## config.mk

```make
export PLATFORM = sky130hd
export DESIGN_NAME = circle_aabb_collision
export DESIGN_NICKNAME = d
export VERILOG_FILES = /design/src/rtl/cac_pkg.sv /design/src/rtl/cac_front.sv /design/src/rtl/cac_queue.sv /design/src/rtl/cac_back.sv /design/src/rtl/circle_aabb_collision.sv
export SDC_FILE = /design/constraint.sdc
export NUM_CORES = 2
export LEC_CHECK = 0
export ABC_CLOCK_PERIOD_IN_PS = 20000
export BUFFER_PORTS_ARGS = -buffer_cell sky130_fd_sc_hd__buf_4
export CORE_MARGIN = 1.5
export CORE_UTILIZATION = 40
export DETAILED_ROUTE_END_ITERATION = 8
export PLACE_DENSITY = 0.61
export SYNTH_ARGS = -nofsm -noshare
export SYNTH_HDL_FRONTEND = slang
export SYNTH_SLANG_ARGS = --single-unit
```

## constraint.sdc

```tcl
create_clock -name clk -period 20 [get_ports clk]
set_input_delay 5 -clock clk [delete_from_list [all_inputs] [get_ports clk]]
set_output_delay 5 -clock clk [all_outputs]
set_load 0.01 [all_outputs]
```

## src/rtl/cac_pkg.sv

```systemverilog
`default_nettype none
// ----------------------------------------------------------------------------
// cac_pkg
// shared types and constants for the circle / box collision test
// ----------------------------------------------------------------------------
package cac_pkg;

	// clamped magnitude of a coordinate difference
	localparam int MagW = 18;
	localparam int Clamp = 131072;
	localparam int SqW = 2 * MagW;
	localparam int SumW = SqW + 1;
	localparam int R2W = 32;

	// classified item handed from the front to the back
	typedef struct packed {
		logic [MagW-1:0] dxl;
		logic [MagW-1:0] dxr;
		logic [MagW-1:0] dyt;
		logic [MagW-1:0] dyb;
		logic [R2W-1:0]  r2;
		logic            in_box;
		logic            vert_in;
		logic            horz_in;
	} item_t;

endpackage
`default_nettype wire

```

## src/rtl/cac_front.sv

```systemverilog
`default_nettype none
// ----------------------------------------------------------------------------
// cac_front
// accepts items, forms clamped distances and the region flags
// ----------------------------------------------------------------------------
module cac_front #(
	parameter int COORD_BITS = 16
) (
	input  wire                              clk,
	input  wire                              arst_n,
	input  wire                              in_valid,
	output logic                             in_stall,
	input  wire  signed [COORD_BITS-1:0]     center_x,
	input  wire  signed [COORD_BITS-1:0]     center_y,
	input  wire         [31:0]               radius_squared,
	input  wire  signed [COORD_BITS-1:0]     rect_left,
	input  wire  signed [COORD_BITS-1:0]     rect_top,
	input  wire         [COORD_BITS-2:0]     rect_width,
	input  wire         [COORD_BITS-2:0]     rect_height,
	input  wire                              q_full,
	output logic                             push,
	output cac_pkg::item_t                   item
);
	localparam int DW = (COORD_BITS + 2 > cac_pkg::MagW + 1) ?
		COORD_BITS + 2 : cac_pkg::MagW + 1;

	function automatic logic [cac_pkg::MagW-1:0] mag(input logic signed [DW-1:0] d);
		logic [DW-1:0] a;
		a = d[DW-1] ? DW'(-d) : DW'(d);
		return (a > DW'(cac_pkg::Clamp)) ? cac_pkg::MagW'(cac_pkg::Clamp)
			: a[cac_pkg::MagW-1:0];
	endfunction

	logic signed [DW-1:0] cx, cy, lx, ty, rx, by, dl, dr, dt, db;
	logic                 valid_s1;
	cac_pkg::item_t       item_s1;
	cac_pkg::item_t       cls;
	logic                 en;

	always_comb begin
		cx = DW'(center_x);
		cy = DW'(center_y);
		lx = DW'(rect_left);
		ty = DW'(rect_top);
		rx = lx + DW'(signed'({1'b0, rect_width}));
		by = ty + DW'(signed'({1'b0, rect_height}));
		dl = lx - cx;
		dr = rx - cx;
		dt = ty - cy;
		db = by - cy;
		cls.dxl = mag(dl);
		cls.dxr = mag(dr);
		cls.dyt = mag(dt);
		cls.dyb = mag(db);
		cls.r2 = radius_squared;
		cls.in_box = (dl < 0) && (dr > 0) && (dt < 0) && (db > 0);
		cls.vert_in = (dt <= 0) && (db >= 0) && (rect_height != '0);
		cls.horz_in = (dl <= 0) && (dr >= 0) && (rect_width != '0);
	end

	assign en = !valid_s1 || !q_full;
	assign in_stall = !en;
	assign push = valid_s1 && !q_full;
	assign item = item_s1;

	always_ff @(posedge clk or negedge arst_n) begin
		if (!arst_n) begin
			valid_s1 <= 1'b0;
		end else if (en) begin
			valid_s1 <= in_valid;
		end
	end

	always_ff @(posedge clk) begin
		if (en && in_valid) begin
			item_s1 <= cls;
		end
	end

endmodule
`default_nettype wire

```

## src/rtl/cac_queue.sv

```systemverilog
`default_nettype none
// ----------------------------------------------------------------------------
// cac_queue
// two-entry queue between front and back
// ----------------------------------------------------------------------------
module cac_queue (
	input  wire             clk,
	input  wire             arst_n,
	input  wire             push,
	input  cac_pkg::item_t  wr_item,
	output logic            full,
	input  wire             pop,
	output logic            not_empty,
	output cac_pkg::item_t  rd_item
);
	cac_pkg::item_t mem_q [2];
	logic           wr_ptr_q, rd_ptr_q;
	logic [1:0]     cnt_q;

	assign full = cnt_q == 2'd2;
	assign not_empty = cnt_q != 2'd0;
	assign rd_item = mem_q[rd_ptr_q];

	always_ff @(posedge clk or negedge arst_n) begin
		if (!arst_n) begin
			wr_ptr_q <= 1'b0;
			rd_ptr_q <= 1'b0;
			cnt_q <= 2'd0;
		end else begin
			if (push) wr_ptr_q <= !wr_ptr_q;
			if (pop) rd_ptr_q <= !rd_ptr_q;
			cnt_q <= cnt_q + 2'(push) - 2'(pop);
		end
	end

	always_ff @(posedge clk) begin
		if (push) begin
			mem_q[wr_ptr_q] <= wr_item;
		end
	end

endmodule
`default_nettype wire

```

## src/rtl/cac_back.sv

```systemverilog
`default_nettype none
// ----------------------------------------------------------------------------
// cac_back
// squares the distances, compares against the radius, drives the result
// ----------------------------------------------------------------------------
module cac_back (
	input  wire             clk,
	input  wire             arst_n,
	input  wire             q_valid,
	input  cac_pkg::item_t  q_item,
	output logic            pop,
	output logic            out_valid,
	input  wire             out_stall,
	output logic            hit
);
	logic [cac_pkg::SqW-1:0]  sxl_s2, sxr_s2, syt_s2, syb_s2;
	logic [cac_pkg::R2W-1:0]  r2_s2;
	logic                     in_box_s2, vert_s2, horz_s2, valid_s2;
	logic                     en, hit_c;
	logic [cac_pkg::SumW-1:0] r2e;

	assign en = !out_valid || !out_stall;
	assign pop = en && q_valid;

	always_ff @(posedge clk or negedge arst_n) begin
		if (!arst_n) begin
			valid_s2 <= 1'b0;
			out_valid <= 1'b0;
		end else if (en) begin
			valid_s2 <= q_valid;
			out_valid <= valid_s2;
		end
	end

	always_ff @(posedge clk) begin
		if (en) begin
			sxl_s2 <= cac_pkg::SqW'(q_item.dxl) * cac_pkg::SqW'(q_item.dxl);
			sxr_s2 <= cac_pkg::SqW'(q_item.dxr) * cac_pkg::SqW'(q_item.dxr);
			syt_s2 <= cac_pkg::SqW'(q_item.dyt) * cac_pkg::SqW'(q_item.dyt);
			syb_s2 <= cac_pkg::SqW'(q_item.dyb) * cac_pkg::SqW'(q_item.dyb);
			r2_s2 <= q_item.r2;
			in_box_s2 <= q_item.in_box;
			vert_s2 <= q_item.vert_in;
			horz_s2 <= q_item.horz_in;
			hit <= hit_c;
		end
	end

	always_comb begin
		r2e = cac_pkg::SumW'(r2_s2);
		hit_c = in_box_s2
			|| ({1'b0, sxl_s2} + {1'b0, syt_s2} <= r2e)
			|| ({1'b0, sxl_s2} + {1'b0, syb_s2} <= r2e)
			|| ({1'b0, sxr_s2} + {1'b0, syt_s2} <= r2e)
			|| ({1'b0, sxr_s2} + {1'b0, syb_s2} <= r2e)
			|| (vert_s2 && ({1'b0, sxl_s2} <= r2e || {1'b0, sxr_s2} <= r2e))
			|| (horz_s2 && ({1'b0, syt_s2} <= r2e || {1'b0, syb_s2} <= r2e));
	end

endmodule
`default_nettype wire

```

## src/rtl/circle_aabb_collision.sv

```systemverilog
`default_nettype none
// ----------------------------------------------------------------------------
// circle_aabb_collision
// circle versus axis-aligned box hit test, when not stalled one transfer per cycle
// ----------------------------------------------------------------------------
// One item per clock is taken when not stalled; one hit flag returns per item, in order.
// Input transfers pass the front classify register, the queue, the squaring
// register and the output register. The sustained rate is one item per cycle
// with out_stall low, set by the fully pipelined squaring stage; the two-entry
// queue lets the front accept while the output is stalled, until it fills.
// ----------------------------------------------------------------------------
module circle_aabb_collision #(
	parameter int COORD_BITS = 16
) (
	input  wire                          clk,
	input  wire                          arst_n,
	input  wire                          in_valid,
	output logic                         in_stall,
	input  wire  signed [COORD_BITS-1:0] center_x,
	input  wire  signed [COORD_BITS-1:0] center_y,
	input  wire         [31:0]           radius_squared,
	input  wire  signed [COORD_BITS-1:0] rect_left,
	input  wire  signed [COORD_BITS-1:0] rect_top,
	input  wire         [COORD_BITS-2:0] rect_width,
	input  wire         [COORD_BITS-2:0] rect_height,
	output logic                         out_valid,
	input  wire                          out_stall,
	output logic                         hit
);
	// front to queue
	logic           push, q_full;
	cac_pkg::item_t f_item;
	// queue to back
	logic           pop, q_valid;
	cac_pkg::item_t q_item;

	// classify: distances to the box lines, clamped, plus inside / span flags
	cac_front #(.COORD_BITS(COORD_BITS)) u_front (
		.clk(clk), .arst_n(arst_n),
		.in_valid(in_valid), .in_stall(in_stall),
		.center_x(center_x), .center_y(center_y),
		.radius_squared(radius_squared),
		.rect_left(rect_left), .rect_top(rect_top),
		.rect_width(rect_width), .rect_height(rect_height),
		.q_full(q_full), .push(push), .item(f_item)
	);

	// decouples the front from output stalls
	cac_queue u_queue (
		.clk(clk), .arst_n(arst_n),
		.push(push), .wr_item(f_item), .full(q_full),
		.pop(pop), .not_empty(q_valid), .rd_item(q_item)
	);

	// corner, edge-projection and inside decisions
	cac_back u_back (
		.clk(clk), .arst_n(arst_n),
		.q_valid(q_valid), .q_item(q_item), .pop(pop),
		.out_valid(out_valid), .out_stall(out_stall), .hit(hit)
	);

`ifndef SYNTHESIS
	a_no_push_full: assert property (@(posedge clk) disable iff (!arst_n)
		push |-> !q_full) else $error("push into full queue");
	a_no_pop_empty: assert property (@(posedge clk) disable iff (!arst_n)
		pop |-> q_valid) else $error("pop from empty queue");
	a_accept_lands: assert property (@(posedge clk) disable iff (!arst_n)
		(in_valid && !in_stall) |=> (push || q_full))
		else $error("accepted transfer not held in front stage");
`endif

endmodule
`default_nettype wire

```

; Word level (Yosys, flattened, before mapping)
; Memories as Yosys holds them, arrays and structs flattened.
; Cells that the tools add are included.
[classes]
order_cmp = 20
add_sub_neg = 16
n_mul = 4
n_div = 0
n_eq_ne = 1
shift = 0
reduce_logical = 32
n_mux = 6
n_bitwise = 0
[ops]
columns = op, count
row1 = $add 36x36->37, 4
row2 = $le 37x32->1, 4
row3 = $le 36x32->1, 4
row4 = $mul 18x18->36, 4
row5 = $gt 19x18->1 const B, 4
row6 = $mux 19, 4
row7 = $ge 19x1->1 const B, 2
row8 = $gt 19x1->1 const B, 2
row9 = $neg 17->19, 2
row10 = $neg 19->19, 2
row11 = $sub 17x16->18, 2
row12 = $add 16x16->17, 2
row13 = $le 17x1->1 const B, 2
row14 = $lt 17x1->1 const B, 2
row15 = $sub 16x16->17, 2
row16 = $reduce_bool 15->1, 2
row17 = $logic_and 1x1->1, 12
row18 = $logic_or 1x1->1, 10
row19 = $logic_not 1->1, 7
row20 = $add 2x1->2, 1
row21 = $eq 2x2->1 const B, 1
row22 = $mux 1, 2
row23 = $reduce_bool 2->1, 1
row24 = $sub 2x1->2, 1
[totals]
ramBits = 214
mem_count = 1
mem_bits_ro = 0
latchBits = 0
input_bits = 130
output_inout_bits = 3
elab_cells = 103
regBits = 294
[memory_table]
columns = name, depth, word_bits, rd, rd_ports_with_merged_regs, wr, line_no
row1 = u_queue.mem_q, 2, 107, 1, 0, 1, cac_queue.sv:16  ; cac_pkg::item_t mem_q [2];

; Logic depth before layout (Yosys ltp)
[depth]
word_depth = 8
depth_mapped = 31
ltp_nobuf = 28

; Cells and area by module
; From an unflattened synthesis, not the netlist that was laid out.
[unflattened]
hier_cells = 7156
hier_area_um2 = 70832.9
[by_module_without_submodules]
columns = module, cells_per_inst, instances, area_each_um2, seq_area_each_um2
row1 = cac_back, 5776, 1, 53183.5, 5335.1
row2 = cac_front, 1032, 1, 9659.3, 3238.1
row3 = cac_queue, 348, 1, 7990.2, 6526.3

; Least setup slack after synthesis
; Ideal clock, no wire load.
[synth_timing]
path_type = input-to-reg
from = in out_stall
to = reg u_queue.cnt_q[1]
t_arrival_ns = 10.527
path_stages = 8
path_buffers = 0
setup_time_ns = 0.080
required_time_ns = 19.920
slack_ns = 9.393
path_cell_list = nand2_1 o21ai_0 inv_1 ha_1 inv_1 ha_1 xnor2_1 xnor2_1
[synth_between]
elab_chain_len = 4
[synth_rtl]
columns = element, line_no
row1 = start: declaration, circle_aabb_collision.sv:27  ; input wire out_stall,
row2 = $logic_not 1->1, cac_back.sv:22  ; assign en = !out_valid || !out_stall;
row3 = $logic_or 1x1->1, cac_back.sv:22
row4 = $logic_and 1x1->1, cac_back.sv:23  ; assign pop = en && q_valid;
row5 = named net pop, circle_aabb_collision.sv:34  ; logic pop, q_valid;
row6 = $sub 2x1->2, cac_queue.sv:32  ; cnt_q <= cnt_q + 2'(push) - 2'(pop);
row7 = end signal: assignment, cac_queue.sv:32
row8 = end: declaration, cac_queue.sv:18  ; logic [1:0] cnt_q;
; The timed path passes the listed nets, and every way through them passes these cells.
; A chain may end at the register's enable or synchronous reset.

; Final worst setup path
[layout_timing]
from = reg u_queue.rd_ptr_q
to = reg u_back.sxr_s2[35] in the netlist's numbering (data pin)
[layout_between]
elab_chain_len = 2
[layout_rtl]
columns = element, line_no
row1 = start: declaration, cac_queue.sv:17  ; logic wr_ptr_q, rd_ptr_q;
row2 = start signal: assignment, cac_queue.sv:31  ; if (pop) rd_ptr_q <= !rd_ptr_q;
row3 = $mem_v2 2x107, -
row4 = $mul 18x18->36, cac_back.sv:38  ; sxr_s2 <= cac_pkg::SqW'(q_item.dxr) * cac_pkg::SqW'(q_item.dxr);
row5 = end signal: assignment, cac_back.sv:38
row6 = end: declaration, cac_back.sv:16  ; logic [cac_pkg::SqW-1:0] sxl_s2, sxr_s2, syt_s2, syb_s2;
; Every way passes these cells.

==> run_results.csv <==
group,metric,value,unit
synth,ys.warnings.count,0,
clock_tree,post-cts-setup-buffers,0,
global_route,grt_overflow_total,0,
clock_tree,hold_buffers,0,
route,via_per_inst,5.22,
global_route,grt_pass1_wl,293000,um
worst_setup_path,cpPeakStageDelay,0.85,ns
floorplanning,initial_core_util,40.2,%
worst_setup_path,critPathSlowestCell,"mux2i_1",
worst_hold_path,hold_class,"reg -> reg",
floorplanning,die_h,420,um
timing,finalMaxSlewViolations,0,
floorplanning,chipWidth,420,um
global_route,grt_pass1_vias,52900,
timing,slew_headroom,13.1,%
route,vias,50500,
floorplanning,core,0.173,sq mm
synth,ys_ff_latch,504,
timing,period_needed,9.21,ns
route,remaining_drc_errors,0,
timing,worst_pin_slew,1.27,ns
clock_tree,h-tree-depth,2,
worst_setup_path,cp_max_fo,54,
synth,synth_cells,7160,
global_route,grt_max_degree,69,
worst_setup_path,rrSetupSlack,10.79,ns
clock_tree,clk_latency,0.68,ns
timing,worst_clock_skew,0.0587,ns
job,cap_violations,0,
finish,nFillCells,16800,
worst_setup_path,worst_ep_required_time,20.42,ns
placed_design,hpwl,155000,um
route,routed_wl,185000,um
route,wl_per_cell,19.1,um
worst_setup_path,critPathArrivalTime,9.62,ns
clock_tree,numCtsBuffers,57,
finish,n_antenna_cell,0,
worst_setup_path,path_class,"reg -> reg",
route,drt_iter0_drc,2964,
global_route,track_usage,21.3,%
synth,ys_types,94,
clock_tree,cts_num_sinks,504,
status,status,"completed",
clock_tree,post_cts_resized,0,
finish,fin_nets,9226,
clock_tree,cts_tree,"yes",
timing,finalCritPeriodShare,46.0,%
floorplanning,fp-row-count,153,
timing,setup_viol,0,
synth,synth.avg_cell_area,9.73,sq um
finish,area_growth,8.32,%
clock_tree,clk_path_buf_depth,3,
timing,finalHoldViolCount,0,
synth,synth-seq-area-share,21.7,%
floorplanning,io_pins,133,
synth,synth-edff-count,497,
clock_tree,clk_pin_slew,0.06,ns
timing,finalSetupTns,0,ns
synth,synth_flop_cell,"edfxtp_1",
worst_setup_path,start_kind,"flip-flop",
placed_design,port_buffers,132,
timing,rsz0062_at_grt,"false",
finish,drive_gt1_share,5.44,%
synth,synthesis.area,0.0697,sq mm
placed_design,gp_congestion,0.943,
global_route,antenna_found_initial,3,
synth,synthArstFlopShare,1.39,%
floorplanning,dieArea,0.177,sq mm
worst_setup_path,crit_path_end_kind,"flip-flop",
route,ant_nets,0,
route,first_pass_iters,5,
clock_tree,root_buffer,"clkbuf_16",
timing,fmax,109,MHz
-- logic make-up (layout without fill, tap and decap cells) --
logic type,after synthesis,in the layout,synth area share [%]
other,1,2,0.00538
DFF,504,504,21.7
adders and majority gates,1799,1799,42.0
muxes,131,131,2.02
buffers and inverters,1725,1905,9.30
and+or+nand+nor,1572,1572,10.3
xor gates and xnor gates,356,356,4.50
AOI/OAI and AO/OA,1072,1072,10.2
-- synth_stat cells (40+ instances only) --
| cell type | number | area [sq um] |
|---|---|---|
| nand2_1 | 562 | 2110 |
| a21o_1 | 184 | 1380 |
| nor2_1 | 496 | 1860 |
| mux2_2 | 78 | 878 |
| o21a_1 | 62 | 465 |
| mux2i_1 | 53 | 531 |
| edfxtp_1 | 497 | 14900 |
| ha_1 | 899 | 11200 |
| o21ai_0 | 164 | 821 |
| a211oi_1 | 51 | 383 |
| inv_1 | 1609 | 6040 |
| a21oi_1 | 304 | 1520 |
| and3_1 | 40 | 250 |
| clkbuf_1 | 80 | 300 |
| nand2b_1 | 42 | 263 |
| nand3_1 | 80 | 400 |
| nor3_1 | 74 | 370 |
| fa_1 | 900 | 18000 |
| xnor2_1 | 251 | 2200 |
| xor2_1 | 103 | 902 |
| nor2b_1 | 50 | 313 |
| nand4_1 | 68 | 425 |
-- worst max-delay path: cells and delay by family, from the launching register on --
family                     cells  cell delay, ns
adders and majority gates      7            3.30
AOI/OAI and AO/OA              9            2.13
buffers and inverters          7            1.55
muxes                          1            0.85
DFF                            1            0.66
and+or+nand+nor                1            0.27
xor gates and xnor gates       1            0.08
-- state kept, by name, summed over array words and instances (netlist names), 2 cells and up --
name and count:
u_back.r2_s2 32, u_back.sxl_s2 35, u_back.sxr_s2 35, u_back.syb_s2 35, u_back.syt_s2 35, u_front.item 107, u_queue.cnt_q 2, u_queue.mem_q 214
-- per-layer routing --
| metal | wire length (um) | up-vias | part of all wire (%) | GRT usage, % |
|---|---|---|---|---|
| met5 | 0 | - | 0 | 0 |
| met4 | 5170 | 0 | 2.8 | 5.70 |
| met3 | 9120 | 224 | 4.9 | 2.25 |
| met2 | 87000 | 1303 | 47 | 36.0 |
| met1 | 83400 | 25200 | 45 | 28.9 |
| li1 | - | 23800 | - | - |
-- cells in the final DEF, fill, tap and decap left out, types with 53 or more instances in the layout --
| cell | count |
|---|---|
| mux2_2 | 78 |
| nand3_1 | 80 |
| nand4_1 | 68 |
| buf_4 | 177 |
| nand2_1 | 561 |
| ha_1 | 899 |
| xnor2_1 | 251 |
| o21ai_0 | 164 |
| edfxtp_1 | 497 |
| a21oi_1 | 304 |
| o21a_1 | 62 |
| a21o_1 | 184 |
| nor3_1 | 74 |
| mux2i_1 | 53 |
| inv_1 | 1609 |
| clkbuf_16 | 57 |
| xor2_1 | 103 |
| nor2_1 | 495 |
| fa_1 | 900 |
-- area by class of cell --
type | count | area (sq um) | share of cell area (%)
Clock inverter | 41 | 449 | 0.595
Inverter | 1625 | 6100 | 8.08
Sequential cell | 504 | 15100 | 20.0
Timing Repair Buffer | 177 | 1330 | 1.76
Tap cell | 2325 | 2910 | 3.85
Multi-Input combinational cell | 4932 | 48200 | 63.8
Clock buffer | 62 | 1450 | 1.91
-- stage by stage --
step | utilization, % | cell area, sq um | hold WS, ns | instances | setup slack (ns)
after floorplan | - | 69700 | 0.421 | 7161 | 9.39
after global placement | 42.4 | 73600 | 0.423 | 9563 | 10.52
after detailed placement | 42.4 | 73600 | 0.430 | 9563 | 10.53
after CTS | 43.5 | 75500 | 0.443 | 9666 | 10.77
after global routing | 43.5 | 75500 | 0.458 | 9666 | 10.25
final | 43.5 | 75500 | 0.442 | 9666 | 10.79
-- final timing paths --
path / depth (start not counted) / start / to
setup / recovery: 26 / u_queue.rd_ptr_q$_DFFE_PN0P_ / u_back.sxr_s2[35]$_DFFE_PP_
hold / removal: 0 / u_front.item[88]$_SDFFCE_PN1P_ / u_queue.mem_q[1][88]$_DFFE_PP_
setup reg to reg: 26 / u_queue.rd_ptr_q$_DFFE_PN0P_ / u_back.sxr_s2[35]$_DFFE_PP_
hold reg to reg: 0 / u_front.item[88]$_SDFFCE_PN1P_ / u_queue.mem_q[1][88]$_DFFE_PP_
max in group asynchronous: 1 / arst_n / u_queue.rd_ptr_q$_DFFE_PN0P_
min in group asynchronous: 1 / arst_n / u_queue.rd_ptr_q$_DFFE_PN0P_
Power is not shown: default switching activity piles up to over one toggle a cycle in this logic, so the estimate is an artifact.
